===== config.mk =====
export PLATFORM = sky130hd
export DESIGN_NAME = nine_slice_alpha_bbox_flat
export DESIGN_NICKNAME = d
export VERILOG_FILES = /design/src/rtl/core/nsab_pkg.sv /design/src/rtl/core/nsab_if.sv /design/src/rtl/core/nine_slice_alpha_bbox.sv /design/src/flat_wrapper.sv
export SDC_FILE = /design/constraint.sdc
export NUM_CORES = 2
export LEC_CHECK = 0
export ABC_AREA = 0
export BUFFER_PORTS_ARGS = -buffer_cell sky130_fd_sc_hd__clkbuf_2
export CAP_MARGIN = 5
export CORE_AREA = 10 10 442 272
export CTS_CLUSTER_DIAMETER = 200
export DETAILED_ROUTE_END_ITERATION = 10
export DIE_AREA = 0 0 452 282
export PLACE_DENSITY_LB_ADDON = 0.25
export SETUP_SLACK_MARGIN = 0.1
export SYNTH_ARGS = -nofsm -noshare
export SYNTH_HDL_FRONTEND = slang
export SYNTH_SLANG_ARGS = --single-unit

===== constraint.sdc =====
create_clock -name clk -period 14.1 [get_ports clk]
set_input_delay 2.82 -clock clk [delete_from_list [all_inputs] [get_ports clk]]
set_output_delay 2.82 -clock clk [all_outputs]
set_load 0.02 [all_outputs]

===== src/rtl/core/nsab_pkg.sv =====
`timescale 1ns / 1ps
// Shared constants, register indexes and cell helpers for the nine-slice
// alpha bounding box block. No dependencies.
package nsab_pkg;

	localparam int CELLS          = 9;
	localparam int CELL_IDX_BITS  = 4;
	localparam int COORD_BITS_DEF = 12;

	// Field widths on the channels
	localparam int PIX_COORD_W = 12;
	localparam int ALPHA_W     = 8;
	localparam int SIZE_W      = 11;
	localparam int CFG_IDX_W   = 2;
	localparam int CFG_DATA_W  = 11;

	localparam logic [SIZE_W-1:0] SIZE_MAX = 11'd2047;

	// Configuration register indexes
	localparam logic [CFG_IDX_W-1:0] REG_CELL_WIDTH  = 2'd0;
	localparam logic [CFG_IDX_W-1:0] REG_CELL_HEIGHT = 2'd1;
	localparam logic [CFG_IDX_W-1:0] REG_ALPHA_THR   = 2'd2;

	localparam logic [SIZE_W-1:0]  CELL_WIDTH_RST  = 11'd1;
	localparam logic [SIZE_W-1:0]  CELL_HEIGHT_RST = 11'd1;
	localparam logic [ALPHA_W-1:0] ALPHA_THR_RST   = 8'd10;

	localparam logic [CELL_IDX_BITS-1:0] LAST_CELL = 4'(CELLS - 1);

	// Grid column of a cell number
	function automatic logic [1:0] cell_col(input logic [CELL_IDX_BITS-1:0] k);
		logic [1:0] c;
		case (k)
			4'd0, 4'd3, 4'd6: c = 2'd0;
			4'd1, 4'd4, 4'd7: c = 2'd1;
			default:          c = 2'd2;
		endcase
		return c;
	endfunction

	// Grid row of a cell number
	function automatic logic [1:0] cell_row(input logic [CELL_IDX_BITS-1:0] k);
		logic [1:0] r;
		case (k)
			4'd0, 4'd1, 4'd2: r = 2'd0;
			4'd3, 4'd4, 4'd5: r = 2'd1;
			default:          r = 2'd2;
		endcase
		return r;
	endfunction

endpackage


===== src/rtl/core/nsab_if.sv =====
`timescale 1ns / 1ps
// Valid/ready channel interfaces: pixel input, rectangle output, config writes.
// Depends on nsab_pkg for field widths.
interface nsab_pix_if;
	import nsab_pkg::*;
	logic                   valid;
	logic                   ready;
	logic [PIX_COORD_W-1:0] pix_x;
	logic [PIX_COORD_W-1:0] pix_y;
	logic [ALPHA_W-1:0]     alpha_value;
	logic                   last_pixel;

	modport source (output valid, pix_x, pix_y, alpha_value, last_pixel, input ready);
	modport sink   (input valid, pix_x, pix_y, alpha_value, last_pixel, output ready);
endinterface

interface nsab_rect_if;
	import nsab_pkg::*;
	logic                     valid;
	logic                     ready;
	logic [CELL_IDX_BITS-1:0] cell_index;
	logic [PIX_COORD_W-1:0]   rect_left;
	logic [PIX_COORD_W-1:0]   rect_top;
	logic [SIZE_W-1:0]        rect_width;
	logic [SIZE_W-1:0]        rect_height;
	logic                     cell_found;
	logic                     last_of_run;

	modport source (output valid, cell_index, rect_left, rect_top, rect_width, rect_height,
		cell_found, last_of_run, input ready);
	modport sink   (input valid, cell_index, rect_left, rect_top, rect_width, rect_height,
		cell_found, last_of_run, output ready);
endinterface

interface nsab_cfg_if;
	import nsab_pkg::*;
	logic                  valid;
	logic                  ready;
	logic [CFG_IDX_W-1:0]  index;
	logic [CFG_DATA_W-1:0] data;

	modport source (output valid, index, data, input ready);
	modport sink   (input valid, index, data, output ready);
endinterface


===== src/rtl/core/nine_slice_alpha_bbox.sv =====
`timescale 1ns / 1ps
// Nine-slice alpha bounding box: one pixel beat per cycle unless stalled, nine rectangle beats
// per image. The first rectangle follows the last pixel via the input register, the snapshot
// line and the output register, then one per cycle while rect.ready holds; per-cell boxes are
// updated in parallel lanes. A second last pixel waits in the input register until the snapshot
// of the previous image drains to its final rectangle. Reset clears found flags, valids and
// config; box coordinates are payload and need no clearing. Depends on nsab_pkg and nsab_if.
module nine_slice_alpha_bbox #(
	parameter int COORD_BITS = nsab_pkg::COORD_BITS_DEF
) (
	input  logic        clk,
	input  logic        arst_n,
	nsab_pix_if.sink    pix,
	nsab_rect_if.source rect,
	nsab_cfg_if.sink    cfg
);
	import nsab_pkg::*;

	localparam int CMP_W  = (COORD_BITS > 13) ? COORD_BITS : 13;
	localparam int SPAN_W = (COORD_BITS + 1 > 12) ? COORD_BITS + 1 : 12;
	localparam int CNT_W  = $clog2(CELLS + 1);

	// Configuration
	logic [SIZE_W-1:0]  cw_q, ch_q;
	logic [ALPHA_W-1:0] thr_q;

	assign cfg.ready = 1'b1;

	always_ff @(posedge clk or negedge arst_n) begin
		if (!arst_n) begin
			cw_q  <= CELL_WIDTH_RST;
			ch_q  <= CELL_HEIGHT_RST;
			thr_q <= ALPHA_THR_RST;
		end else if (cfg.valid) begin
			case (cfg.index)
				REG_CELL_WIDTH:  cw_q  <= cfg.data;
				REG_CELL_HEIGHT: ch_q  <= cfg.data;
				REG_ALPHA_THR:   thr_q <= cfg.data[ALPHA_W-1:0];
				default: ;
			endcase
		end
	end

	// Input register
	logic                  v_s1, last_s1;
	logic [COORD_BITS-1:0] x_s1, y_s1;
	logic [ALPHA_W-1:0]    a_s1;
	logic                  go_s1, snap_free, move;

	assign go_s1     = v_s1 && (!last_s1 || snap_free);
	assign pix.ready = !v_s1 || go_s1;

	always_ff @(posedge clk or negedge arst_n) begin
		if (!arst_n) begin
			v_s1 <= 1'b0;
		end else if (pix.ready) begin
			v_s1 <= pix.valid;
		end
	end

	always_ff @(posedge clk) begin
		if (pix.ready && pix.valid) begin
			x_s1    <= COORD_BITS'(pix.pix_x);
			y_s1    <= COORD_BITS'(pix.pix_y);
			a_s1    <= pix.alpha_value;
			last_s1 <= pix.last_pixel;
		end
	end

	// Cell lookup
	logic [CMP_W-1:0]         cw1, cw2, cw3, ch1, ch2, ch3, xw, yw;
	logic [1:0]               col, row;
	logic [CELL_IDX_BITS-1:0] cell_no;
	logic                     take;

	always_comb begin
		cw1 = CMP_W'(cw_q);
		cw2 = cw1 + cw1;
		cw3 = cw2 + cw1;
		ch1 = CMP_W'(ch_q);
		ch2 = ch1 + ch1;
		ch3 = ch2 + ch1;
		xw  = CMP_W'(x_s1);
		yw  = CMP_W'(y_s1);
		if (xw < cw1)      col = 2'd0;
		else if (xw < cw2) col = 2'd1;
		else if (xw < cw3) col = 2'd2;
		else               col = 2'd3;
		if (yw < ch1)      row = 2'd0;
		else if (yw < ch2) row = 2'd1;
		else if (yw < ch3) row = 2'd2;
		else               row = 2'd3;
		cell_no = 4'({row, 1'b0}) + 4'(row) + 4'(col);
		take = go_s1 && (col != 2'd3) && (row != 2'd3) && (a_s1 > thr_q);
	end

	// Per-cell box lanes
	logic [COORD_BITS-1:0] mnx_q [CELLS], mny_q [CELLS], mxx_q [CELLS], mxy_q [CELLS];
	logic [COORD_BITS-1:0] mnx_d [CELLS], mny_d [CELLS], mxx_d [CELLS], mxy_d [CELLS];
	logic [CELLS-1:0]      seen_q, seen_d;

	always_comb begin
		for (int k = 0; k < CELLS; k++) begin
			mnx_d[k]  = mnx_q[k];
			mny_d[k]  = mny_q[k];
			mxx_d[k]  = mxx_q[k];
			mxy_d[k]  = mxy_q[k];
			seen_d[k] = seen_q[k];
			if (take && cell_no == CELL_IDX_BITS'(k)) begin
				seen_d[k] = 1'b1;
				if (!seen_q[k] || x_s1 < mnx_q[k]) mnx_d[k] = x_s1;
				if (!seen_q[k] || x_s1 > mxx_q[k]) mxx_d[k] = x_s1;
				if (!seen_q[k] || y_s1 < mny_q[k]) mny_d[k] = y_s1;
				if (!seen_q[k] || y_s1 > mxy_q[k]) mxy_d[k] = y_s1;
			end
		end
	end

	always_ff @(posedge clk or negedge arst_n) begin
		if (!arst_n) begin
			seen_q <= '0;
		end else if (go_s1 && last_s1) begin
			seen_q <= '0;
		end else begin
			seen_q <= seen_d;
		end
	end

	always_ff @(posedge clk) begin
		for (int k = 0; k < CELLS; k++) begin
			mnx_q[k] <= mnx_d[k];
			mny_q[k] <= mny_d[k];
			mxx_q[k] <= mxx_d[k];
			mxy_q[k] <= mxy_d[k];
		end
	end

	// Snapshot shift line, drained from entry 0
	logic [COORD_BITS-1:0]    snx_q [CELLS], sny_q [CELLS], sxx_q [CELLS], sxy_q [CELLS];
	logic [CELLS-1:0]         sseen_q;
	logic [CNT_W-1:0]         snap_cnt_q;
	logic [CELL_IDX_BITS-1:0] hd_q;
	logic                     out_v_q;
	logic                     load;

	assign load      = go_s1 && last_s1;
	assign move      = (snap_cnt_q != '0) && (!out_v_q || rect.ready);
	assign snap_free = (snap_cnt_q == '0) || (snap_cnt_q == CNT_W'(1) && move);

	always_ff @(posedge clk or negedge arst_n) begin
		if (!arst_n) begin
			snap_cnt_q <= '0;
			hd_q       <= '0;
		end else if (load) begin
			snap_cnt_q <= CNT_W'(CELLS);
			hd_q       <= '0;
		end else if (move) begin
			snap_cnt_q <= snap_cnt_q - CNT_W'(1);
			hd_q       <= hd_q + CELL_IDX_BITS'(1);
		end
	end

	always_ff @(posedge clk) begin
		if (load) begin
			for (int k = 0; k < CELLS; k++) begin
				snx_q[k] <= mnx_d[k];
				sny_q[k] <= mny_d[k];
				sxx_q[k] <= mxx_d[k];
				sxy_q[k] <= mxy_d[k];
			end
			sseen_q <= seen_d;
		end else if (move) begin
			for (int k = 0; k < CELLS - 1; k++) begin
				snx_q[k] <= snx_q[k+1];
				sny_q[k] <= sny_q[k+1];
				sxx_q[k] <= sxx_q[k+1];
				sxy_q[k] <= sxy_q[k+1];
			end
			sseen_q <= {1'b0, sseen_q[CELLS-1:1]};
		end
	end

	// Head rectangle: found box or empty-cell corner
	logic [1:0]              hcol, hrow;
	logic [12:0]             cx, cy;
	logic [COORD_BITS-1:0]   cx_m, cy_m;
	logic [SPAN_W-1:0]       dw, dh;
	logic [PIX_COORD_W-1:0]  h_left, h_top;
	logic [SIZE_W-1:0]       h_w, h_h;

	always_comb begin
		hcol = cell_col(hd_q);
		hrow = cell_row(hd_q);
		case (hcol)
			2'd0:    cx = '0;
			2'd1:    cx = 13'(cw_q);
			default: cx = 13'(cw_q) + 13'(cw_q);
		endcase
		case (hrow)
			2'd0:    cy = '0;
			2'd1:    cy = 13'(ch_q);
			default: cy = 13'(ch_q) + 13'(ch_q);
		endcase
		cx_m = COORD_BITS'(cx);
		cy_m = COORD_BITS'(cy);
		dw = SPAN_W'(sxx_q[0]) - SPAN_W'(snx_q[0]) + SPAN_W'(1);
		dh = SPAN_W'(sxy_q[0]) - SPAN_W'(sny_q[0]) + SPAN_W'(1);
		if (sseen_q[0]) begin
			h_left = PIX_COORD_W'(snx_q[0]);
			h_top  = PIX_COORD_W'(sny_q[0]);
			if (sxx_q[0] < snx_q[0])       h_w = SIZE_W'(1);
			else if (dw > SPAN_W'(SIZE_MAX)) h_w = SIZE_MAX;
			else                             h_w = SIZE_W'(dw);
			if (sxy_q[0] < sny_q[0])       h_h = SIZE_W'(1);
			else if (dh > SPAN_W'(SIZE_MAX)) h_h = SIZE_MAX;
			else                             h_h = SIZE_W'(dh);
		end else begin
			h_left = PIX_COORD_W'(cx_m);
			h_top  = PIX_COORD_W'(cy_m);
			h_w    = SIZE_W'(1);
			h_h    = SIZE_W'(1);
		end
	end

	// Output register
	logic [CELL_IDX_BITS-1:0] idx_q;
	logic [PIX_COORD_W-1:0]   left_q, top_q;
	logic [SIZE_W-1:0]        w_q, h_q;
	logic                     found_q, lor_q;

	always_ff @(posedge clk or negedge arst_n) begin
		if (!arst_n) begin
			out_v_q <= 1'b0;
		end else if (move) begin
			out_v_q <= 1'b1;
		end else if (rect.ready) begin
			out_v_q <= 1'b0;
		end
	end

	always_ff @(posedge clk) begin
		if (move) begin
			idx_q   <= hd_q;
			left_q  <= h_left;
			top_q   <= h_top;
			w_q     <= h_w;
			h_q     <= h_h;
			found_q <= sseen_q[0];
			lor_q   <= (hd_q == LAST_CELL);
		end
	end

	assign rect.valid       = out_v_q;
	assign rect.cell_index  = idx_q;
	assign rect.rect_left   = left_q;
	assign rect.rect_top    = top_q;
	assign rect.rect_width  = w_q;
	assign rect.rect_height = h_q;
	assign rect.cell_found  = found_q;
	assign rect.last_of_run = lor_q;

	// Checks
	a_last_hold: assert property (@(posedge clk) disable iff (!arst_n)
		(v_s1 && last_s1 && !snap_free) |-> !pix.ready)
		else $error("last pixel advanced while snapshot busy");

	a_load_full: assert property (@(posedge clk) disable iff (!arst_n)
		load |=> (snap_cnt_q == CNT_W'(CELLS) && hd_q == '0))
		else $error("snapshot not full after load");

	a_seen_clr: assert property (@(posedge clk) disable iff (!arst_n)
		load |=> (seen_q == '0))
		else $error("found flags not cleared after last pixel");

	a_last_idx: assert property (@(posedge clk) disable iff (!arst_n)
		(rect.valid && rect.last_of_run) |-> (rect.cell_index == LAST_CELL))
		else $error("last_of_run on wrong cell");

endmodule

===== src/flat_wrapper.sv =====
// flat-port wrapper written by rule: the top's interface ports become plain ports
module nine_slice_alpha_bbox_flat import nsab_pkg::*;
#(
	parameter int COORD_BITS = nsab_pkg::COORD_BITS_DEF
)
  (clk, arst_n, pix_valid, pix_pix_x, pix_pix_y, pix_alpha_value, pix_last_pixel, pix_ready, rect_valid, rect_cell_index, rect_rect_left, rect_rect_top, rect_rect_width, rect_rect_height, rect_cell_found, rect_last_of_run, rect_ready, cfg_valid, cfg_index, cfg_data, cfg_ready);
  nsab_pix_if pix_i ();
  nsab_rect_if rect_i ();
  nsab_cfg_if cfg_i ();
  input  logic clk;
  input  logic arst_n;
  input wire logic [$bits(pix_i.valid)-1:0] pix_valid;
  input wire logic [$bits(pix_i.pix_x)-1:0] pix_pix_x;
  input wire logic [$bits(pix_i.pix_y)-1:0] pix_pix_y;
  input wire logic [$bits(pix_i.alpha_value)-1:0] pix_alpha_value;
  input wire logic [$bits(pix_i.last_pixel)-1:0] pix_last_pixel;
  output wire logic [$bits(pix_i.ready)-1:0] pix_ready;
  output wire logic [$bits(rect_i.valid)-1:0] rect_valid;
  output wire logic [$bits(rect_i.cell_index)-1:0] rect_cell_index;
  output wire logic [$bits(rect_i.rect_left)-1:0] rect_rect_left;
  output wire logic [$bits(rect_i.rect_top)-1:0] rect_rect_top;
  output wire logic [$bits(rect_i.rect_width)-1:0] rect_rect_width;
  output wire logic [$bits(rect_i.rect_height)-1:0] rect_rect_height;
  output wire logic [$bits(rect_i.cell_found)-1:0] rect_cell_found;
  output wire logic [$bits(rect_i.last_of_run)-1:0] rect_last_of_run;
  input wire logic [$bits(rect_i.ready)-1:0] rect_ready;
  input wire logic [$bits(cfg_i.valid)-1:0] cfg_valid;
  input wire logic [$bits(cfg_i.index)-1:0] cfg_index;
  input wire logic [$bits(cfg_i.data)-1:0] cfg_data;
  output wire logic [$bits(cfg_i.ready)-1:0] cfg_ready;
  assign pix_i.valid = pix_valid;
  assign pix_i.pix_x = pix_pix_x;
  assign pix_i.pix_y = pix_pix_y;
  assign pix_i.alpha_value = pix_alpha_value;
  assign pix_i.last_pixel = pix_last_pixel;
  assign pix_ready = pix_i.ready;
  assign rect_valid = rect_i.valid;
  assign rect_cell_index = rect_i.cell_index;
  assign rect_rect_left = rect_i.rect_left;
  assign rect_rect_top = rect_i.rect_top;
  assign rect_rect_width = rect_i.rect_width;
  assign rect_rect_height = rect_i.rect_height;
  assign rect_cell_found = rect_i.cell_found;
  assign rect_last_of_run = rect_i.last_of_run;
  assign rect_i.ready = rect_ready;
  assign cfg_i.valid = cfg_valid;
  assign cfg_i.index = cfg_index;
  assign cfg_i.data = cfg_data;
  assign cfg_ready = cfg_i.ready;
  nine_slice_alpha_bbox #(.COORD_BITS(COORD_BITS)) u_core (.clk(clk), .arst_n(arst_n), .pix(pix_i), .rect(rect_i), .cfg(cfg_i));
endmodule

==> results.md <==
- For the worst setup path, the data required time is roughly 15000 ps.
- The worst relative slew slack is 0.119.
- A synthesized cell averages between 10 and 15 um^2.
- Counting distinct cell types in the post-synthesis netlist gives between 90 and 100.
- The setup path with the least slack is of type register to register.
- The share of flip-flops with an asynchronous set or reset is 0.0487.
- The combined area of all synthesized cells is 0.0556 mm^2.
- Of all nets on the critical path, the largest fanout is 20.
- The die is 452 um wide.
- Clock tree synthesis selected as its root buffer the cell clkbuf_16.
- In this run the tool buffered the top-level ports with roughly 100 buffer cells.
- No sink is reached through more buffers than the 3 on the longest clock path.
- The final count of negative-setup-slack endpoints is 0.
- The worst-case IR drop observed on VDD is 148 uV.
- The clock reaches the later pin of the worst-skew pair after a little over 700 ps.
- After routing the design area is 0.0602 mm^2.
- The synthesized design contains around 530 enable-type register cells.
- The height of the chip is 282 um.
- The cell taking the most area after synthesis is edfxtp_1.
- Across every metal layer, demand over resource in global routing totals 0.241.
- The transition time at the pin with the least slew margin is between 1000 and 1500 ps.
- The final design utilization is 0.534.
- The number of nets still failing antenna checks after routing is 0.
- The number of detailed-routing iterations run before antenna repair is 6.
- TritonCTS created a little under 100 clock buffers.
- The number of nets handed over by synthesis was 6124.
- The number of placed instances with taps included is 6793.
- Dividing total power by cell area gives a power density of 227 mW/mm^2.
- The via count of the first global-routing pass is roughly 40000.
- Setup repair after global routing left no endpoint under its margin.
- The layout-stage area growth over the synthesis result is 8.14%.
- The minimum setup slack in the final design is 5750 ps.
- For the worst setup path, the data arrival time is 8880 ps.
- The ratio of routed vias to standard cells is 6.23.
- Once layout is complete, the cells apart from fillers number 6975.
- The number of antenna violations at the first check in global routing is 4.
- The wire-length estimate of the detail-placed layout is 104 mm.
- The post-CTS repair timing setup buffer count is 0.
- In the routed design, unresolved DRC markers number 0.
- Clock skew on the completed layout was measured at 33.8 ps.
- The run finished with clean final reports.
- The floorplan has 96 rows.
- Based on the critical path, the design can be clocked at up to between 100 and 150 MHz.
- For this run the aggregate overflow at the end of global routing stands at 0.
- The final-stage net count is 6010.
- The fill cell total of the finished layout is 9970.
- The placeable core region is 0.113 mm^2.
- The number of gates resized after CTS was 0.
- In the post-synthesis netlist, the cell with the most instances is ha_1.
- The minimum period implied by the final worst setup slack is 8350 ps.
- For this design, the sink count on the clock tree is slightly above 1000.
- The power after layout is 13.6 mW.
- The routed layout has 43482 vias.
- The portion of the clock cycle consumed by the worst path in the final layout is 0.592.
- The largest net degree at the start of global routing is roughly 210.
- TritonCTS built the clock tree.
- The routed wirelength normalized by instance count is 22.9 um.
- The die outline area is roughly 0.13 mm^2.
- For this run, the leading register cell type out of synthesis is edfxtp_1.
- The count of boundary I/O pins is 106.
- The path type of the worst min-delay path is register to register.
- The sum of negative setup slack is 0 ps.
- The clock-pin transition on the worst setup and hold timing paths is 60 ps.
- In the synthesized netlist, the cells that appear most often are 568 x ha_1, 540 x inv_1, 526 x edfxtp_1, 434 x o21ai_0, 432 x dfxtp_1.
- The register area share after synthesis is 0.461.
- After the first detailed-routing iteration, the DRC count stood at 5446.
- The final weighted congestion in routability-driven placement is 0.890.
- The worst hold margin is 485 ps.
- The sum of routed wire length over all layers is 159 mm.
- The count of warnings emitted by yosys is 0.
- The worst setup path is launched from a register.
- Sorting the synthesized cells by area gives the leading types as edfxtp_1 28%, dfxtp_1 16%, ha_1 13%.
- The initial core utilization is 0.494.
- The worst setup path is captured at a register.
- The final-report max-slew violation count is 0.
- The worst slack at placement is between 5000 and 6000 ps.
- The post-place instance area is around 0.057 mm^2.
- The number of flip-flops and latches in the synthesized netlist is 1007.
- The H-tree was split into 3 levels.
- The first global-routing pass estimated 242 mm of wire.
- The count of max-cap constraint violations is 0.
- After clock tree synthesis, the flow added hold-fix buffers numbering 0.
- The share of synthesized area in the top cell type comes to 0.284.
- In this run the static leakage power is 24.8 nW.
- Synthesis produced between 5000 and 6000 cells.
- In the final layout, the share of cells above drive strength 1 is 0.0856.
- The number of hold violations in the final report was 0.
-- critical path, stage by stage (launching register included) --
cell       delay, ps
dfrtp_1          470
ha_1             330
a21o_1           150
a21oi_1          230
o21bai_1         110
a2111oi_0        760
o31ai_1          150
a21oi_1          210
xnor2_1           80
ha_1             290
nand4_1           90
nor2_1           120
a221oi_1          90
a2111o_1         430
a21oi_1          390
fa_1             500
ha_1             210
inv_1             80
fa_1             530
nor2b_1          560
and3_1           290
o2111a_1         660
nand2b_1         200
nor2_1           990
o21ai_0          240
-- report_power, final --
part | internal, mW | switching [mW] | total, mW
Clock | 1.53 | 1.17 | 2.70
Combinational | 2.13 | 3.64 | 5.77
Sequential | 4.62 | 0.565 | 5.18
-- placed cells by master (no fill, tap or decap), drive strengths merged, types with 17 or more instances in the layout --
master | synthesis | final
o21ai | 441 | 441
and2 | 39 | 39
o211ai | 30 | 30
mux2 | 75 | 75
clkinv | 0 | 21
dfxtp | 432 | 432
buf | 182 | 90
nand2 | 279 | 279
nand3 | 368 | 368
dfrtp | 45 | 45
o31ai | 55 | 55
a21o | 59 | 59
nor4 | 28 | 28
a221o | 267 | 267
nor2b | 23 | 23
a221oi | 24 | 24
xnor2 | 20 | 20
nor2 | 213 | 213
nor3 | 34 | 34
a211oi | 283 | 283
o21a | 31 | 31
clkbuf | 225 | 246
edfxtp | 526 | 526
inv | 542 | 546
a21oi | 211 | 211
or3 | 17 | 17
a31oi | 141 | 141
nand4 | 110 | 110
ha | 568 | 568
nand2b | 32 | 32
-- area by class of cell --
cell class / instances / area, um^2 / area share
multi-input cells: 3533 / 26100 / 0.434
flip-flops and latches: 1007 / 25700 / 0.427
diodes: 1 / 2.50 / 0.0000416
clock inverters: 37 / 460 / 0.00765
inverters: 542 / 2030 / 0.0338
repair buffers: 194 / 1260 / 0.0209
well taps: 1519 / 1900 / 0.0316
clock buffers: 142 / 2740 / 0.0455
-- metal layers --
layer	track usage	vias up	wire length, um
li1	-	20342	-
met1	0.388	20846	76900
met2	0.318	2093	61200
met3	0.0496	201	17600
met4	0.0606	0	3710
met5	0	-	0
-- worst paths after layout --
path / end / from / cells past startpoint / slack, ps
min in group asynchronous: u_core.thr_q[0] / arst_n / 2 / 2270
max reg2reg: u_core.mnx_q[0][91] / u_core.ch_q[1] / 24 / 5750
min reg2reg: u_core.mny_q[0][79] / u_core.mny_q[0][79] / 2 / 480
max in group asynchronous: u_core.seen_q[8] / arst_n / 2 / 11320
min: u_core.mny_q[0][79] / u_core.mny_q[0][79] / 2 / 480
max: u_core.mnx_q[0][91] / u_core.ch_q[1] / 24 / 5750
-- cells by family (layout without fill, tap and decap cells) --
family	after synthesis	count (layout)	synth area share
mux	76	76	0.0154
xor+xnor	36	36	0.00567
simple gates	1205	1205	0.107
other cells	1	2	0.0000674
compound gates	1631	1631	0.206
flops	1007	1007	0.461
buf+inv	949	915	0.0706
fa+ha+maj	584	584	0.133
-- state kept, by name, summed over array words and instances (netlist names), 8 cells and up --
signal,flops
u_core.mny_q,108
u_core.sny_q,108
u_core.thr_q,8
u_core.cw_q,11
u_core.y_s1,12
u_core.rect.rect_width,11
u_core.sxx_q,108
u_core.mnx_q,108
u_core.ch_q,11
u_core.mxx_q,108
u_core.sseen_q,9
u_core.rect.rect_height,11
u_core.seen_q,9
u_core.mxy_q,108
u_core.x_s1,12
u_core.snx_q,108
u_core.rect.rect_left,12
u_core.sxy_q,108
u_core.rect.rect_top,12
u_core.a_s1,8
Note: power is estimated with default switching activity, not from simulation.
